===== src/hdl/srps_pkg.sv =====
`timescale 1ns / 1ps
// ----------------------------------------------------------------------------
// srps_pkg: shared types and codes of the search-and-remove list
// Depth, widths, command and status codes, and the per-cell control word.
// ----------------------------------------------------------------------------
package srps_pkg;

    localparam int LIST_DEPTH = 64;
    localparam int AW         = (LIST_DEPTH > 1) ? $clog2(LIST_DEPTH) : 1;
    localparam int CW         = $clog2(LIST_DEPTH + 1);

    typedef logic [31:0]   t_word;
    typedef logic [AW-1:0] t_idx;
    typedef logic [CW-1:0] t_cnt;

    // command codes (slave tuser)
    localparam logic [1:0] CMD_APPEND = 2'd0;
    localparam logic [1:0] CMD_QUERY  = 2'd1;
    localparam logic [1:0] CMD_CLEAR  = 2'd2;

    // status codes (master tuser)
    localparam logic [2:0] ST_DONE     = 3'd0;
    localparam logic [2:0] ST_FULL     = 3'd1;
    localparam logic [2:0] ST_EQUAL    = 3'd2;
    localparam logic [2:0] ST_PAIR     = 3'd3;
    localparam logic [2:0] ST_NOTFOUND = 3'd4;

    // control broadcast to every cell of the chain
    typedef struct packed {
        logic  append;   // load wdata into the cell at index count
        logic  rotate;   // circulate the live entries one place towards cell 0
        logic  drop;     // close the gap at pos
        t_cnt  count;
        t_idx  pos;
        t_word wdata;
    } t_cell_ctl;

endpackage


===== src/hdl/srps_cell.sv =====
`timescale 1ns / 1ps
// ----------------------------------------------------------------------------
// srps_cell: one storage cell of the list chain
// Holds one word; loads, rotates or shifts down from its right-hand neighbour.
// ----------------------------------------------------------------------------
module srps_cell (
    input  logic               i_clk,
    input  srps_pkg::t_idx     i_index,
    input  srps_pkg::t_cell_ctl i_ctl,
    input  srps_pkg::t_word    i_right,
    input  srps_pkg::t_word    i_head,
    output srps_pkg::t_word    o_word
);
    import srps_pkg::*;

    t_word r_word;
    t_cnt  idx_c;

    assign idx_c  = CW'(i_index);
    assign o_word = r_word;

    always_ff @(posedge i_clk) begin
        if (i_ctl.append && (idx_c == i_ctl.count)) begin
            r_word <= i_ctl.wdata;
        end else if (i_ctl.rotate && (idx_c < i_ctl.count)) begin
            // the last live cell wraps round to the head word
            if (idx_c == i_ctl.count - CW'(1)) begin
                r_word <= i_head;
            end else begin
                r_word <= i_right;
            end
        end else if (i_ctl.drop && (i_index >= i_ctl.pos)) begin
            r_word <= i_right;
        end
    end

endmodule


===== config.mk =====
export PLATFORM = sky130hd
export DESIGN_NAME = srps_cell
export DESIGN_NICKNAME = d
export VERILOG_FILES = /design/src/hdl/srps_pkg.sv /design/src/hdl/srps_cell.sv
export SDC_FILE = /design/constraint.sdc
export NUM_CORES = 1
export LEC_CHECK = 0
export BUFFER_PORTS_ARGS = -buffer_cell sky130_fd_sc_hd__buf_2
export CORE_ASPECT_RATIO = 0.8
export CORE_MARGIN = 5
export CORE_UTILIZATION = 37
export DETAILED_ROUTE_END_ITERATION = 7
export PLACE_DENSITY_LB_ADDON = 0.15
export SYNTH_ARGS = -nofsm -noshare
export SYNTH_HDL_FRONTEND = slang
export SYNTH_SLANG_ARGS = --single-unit

===== constraint.sdc =====
create_clock -name i_clk -period 4.05 [get_ports i_clk]
set_input_delay 0.6075 -clock i_clk [delete_from_list [all_inputs] [get_ports i_clk]]
set_output_delay 0.6075 -clock i_clk [all_outputs]
set_load 0.02 [all_outputs]

==> flow_metrics.py <==
metrics = {
    "yosys": {
        "yosysTopAreaCell": "edfxtp_1",
        "synth_top_family_by_area": "compound AO/OA/AOI/OAI gates",
        "yosysUniqueCellTypes": 38,
        "synth-simple-area-share": 0.176,
        "syn_inst": 185,
        "synthTopCellsByCount": "32 x a221o_1, 32 x and3_1, 32 x edfxtp_1, 13 x ha_1, 13 x inv_1",
        "async_reset_ff_frac": 0,
        "yosysWarnings": 0,
        "syn_area_mm2": 0.00214,
        "synth_compound_area_frac": 0.225,
        "syn_nets": 317,
        "synth_area_leaders": "edfxtp_1 45%, a221o_1 15%, and3_1 9.4%",
        "synth_xor_area_frac": 0.0164,
        "synth.area.mux_share": 0,
        "synth_seq_cells": 32,
        "synth_edf_count": 32,
        "yosysSeqAreaShare": 0.449,
        "yosysTopAreaCellShare": 0.449,
        "ys.flop_type": "edfxtp_1",
        "syn_avg_cell_area_um2": 11.6,
        "synth_fa_ha_area_frac": 0.0761,
    },
    "clock_tree": {
        "post_cts_resized": 0,
        "htree_levels": 2,
        "clock-sinks": 32,
        "clk_path_buf_depth": 2,
        "cts_setup_buffers": 0,
        "cts_buffers": 5,
        "hold_buffers": 0,
        "root_buffer": "clkbuf_8",
        "cts_tree": "done",
        "cts.clk_slew.worst_paths_ns": 0.06,
    },
    "worst_setup_path": {
        "cp-start-kind": "input port",
        "arrival_ns": 3.28,
        "endpoint_kind": "flip-flop",
        "critical_path_class": "in2reg",
        "required_ns": 4.19,
        "worstPathMaxFanout": 32,
        "startpoint": "i_ctl[38]",
    },
    "place": {
        "detailedPlace.worstSlack_ns": 0.639,
        "dpl.hpwl_um": 5290,
        "gp_congestion": 0.795,
        "port_buffers": 150,
    },
    "power_and_ir_drop": {
        "p_leak_nw": 1.53,
        "cellPowerDensity_mw_per_mm2": 314,
        "peakVddDrop_mv": 0.128,
    },
    "timing": {
        "holdWs_ns": 0.627,
        "maxSlewViolCount": 0,
        "tightest_slew_ns": 1.25,
        "rsz0062_at_grt": "false",
        "period_share": 0.775,
        "finalHoldViolCount": 0,
        "min_period_ns": 3.14,
        "fin_setup_tns_ns": 0,
        "relSlewSlack": 0.161,
        "setup_viol": 0,
        "fin_ws_ns": 0.911,
        "fmax_ghz": 0.319,
    },
    "finish": {
        "area_growth_pct": 41.0,
        "final_layout_size_suffix_gt1_frac": 0.503,
        "largest_reg_flops": 32,
        "nets": 462,
        "antennaDiodeCount": 0,
        "final_util": 0.546,
    },
    "global_route": {
        "grt_pass1_vias": 2096,
        "overflow": 0,
        "grt_usage": 0.178,
        "grt_pass1_wl_um": 10200,
        "grt_antenna_before_repair": 0,
        "grt_max_degree": 35,
    },
    "worst_hold_path": {
        "hp-start": "i_head[21]",
        "hp-class": "in2reg",
        "min_path_cells": 2,
    },
    "flow_run": {
        "cap_violations": 0,
    },
    "route": {
        "wl_met1_um": 2830,
        "detail_route.first_pass.iterations": 4,
        "wl_met3_um": 787,
        "top_layer": "met4",
        "wl_per_cell_um": 16.6,
        "vias": 2087,
        "drt_iter0_markers": 48,
        "wl_met2_um": 3020,
        "drc_errors": 0,
        "via_per_inst": 5.12,
        "drtAntennaViolNets": 0,
        "wl_um": 6780,
    },
    "floorplan": {
        "die_h_um": 78.0,
        "dieArea_mm2": 0.00741,
        "num_io_pins": 151,
        "floorplan.initialDensity": 0.387,
        "coreArea_mm2": 0.00553,
        "core.rowCount": 24,
        "die_x_um": 95.0,
    },
    "status": {
        "outcome": "finished clean",
    },
}
## worst max-delay path, cell delays in order
cell	delay, ns
buf_2	0.18
inv_1	0.06
ha_1	0.29
o21ba_2	0.24
a221oi_1	0.35
o32ai_2	0.19
nor3_4	1.02
a221o_1	0.32
## cell type report
type,instances,area [µm²]
Fill cell,554,2510
Multi-Input combinational cell,127,1070
Sequential cell,32,961
Timing Repair Buffer,151,758
Tap cell,78,97.6
Clock buffer,5,68.8
Inverter,13,48.8
Clock inverter,2,7.51
## power by group
group	switching [W]	internal, W
clock	0.000108	0.000113
sequential	0.0000113	0.000428
combinational	0.000170	0.000115
## path summary, 6_finish.rpt
path  slack (ns)    endpoint
max         0.91   o_word[4]
min         0.63  o_word[21]
## through the flow
| step | instances | instance area (µm²) | total power (W) |
|---|---|---|---|
| 2_1_floorplan | 185 | 2140 | 0.000600 |
| 3_3_place_gp | 401 | 2940 | 0.000733 |
| 3_5_place_dp | 401 | 2940 | 0.000734 |
| 4_1_cts | 408 | 3020 | 0.000956 |
| 5_1_grt | 408 | 3020 | 0.000999 |
| 6_report | 408 | 3020 | 0.000946 |
## layout by cell type (no fill, tap or decap), types with 2 or more instances in the layout
cell type / Yosys / layout
buf_2: 3 / 150
and3_1: 32 / 32
a221o_1: 32 / 32
edfxtp_1: 32 / 32
inv_1: 13 / 13
ha_1: 13 / 13
nand2_1: 5 / 5
clkbuf_8: 0 / 5
a21oi_1: 4 / 4
nor3_1: 3 / 3
a211oi_1: 3 / 3
xnor2_1: 3 / 3
a21o_1: 3 / 3
nor4_1: 2 / 2
nand3_1: 2 / 2
nand2b_1: 2 / 2
clkinv_1: 0 / 2
## metal layers
layer / global-route usage / vias to the layer above
li1: - / 1049
met1: 0.222 / 928
met2: 0.285 / 100
met3: 0.0629 / 10
met4: 0.0591 / 0
met5: 0 / -
## cell families (layout without fill, tap and decap cells)
group	Yosys count	in the layout
simple gates	58	58
buf+inv	26	171
xor+xnor	4	4
flops	32	32
fa+ha+maj	13	13
compound gates	52	52
Power figures use the tool's default switching activity.
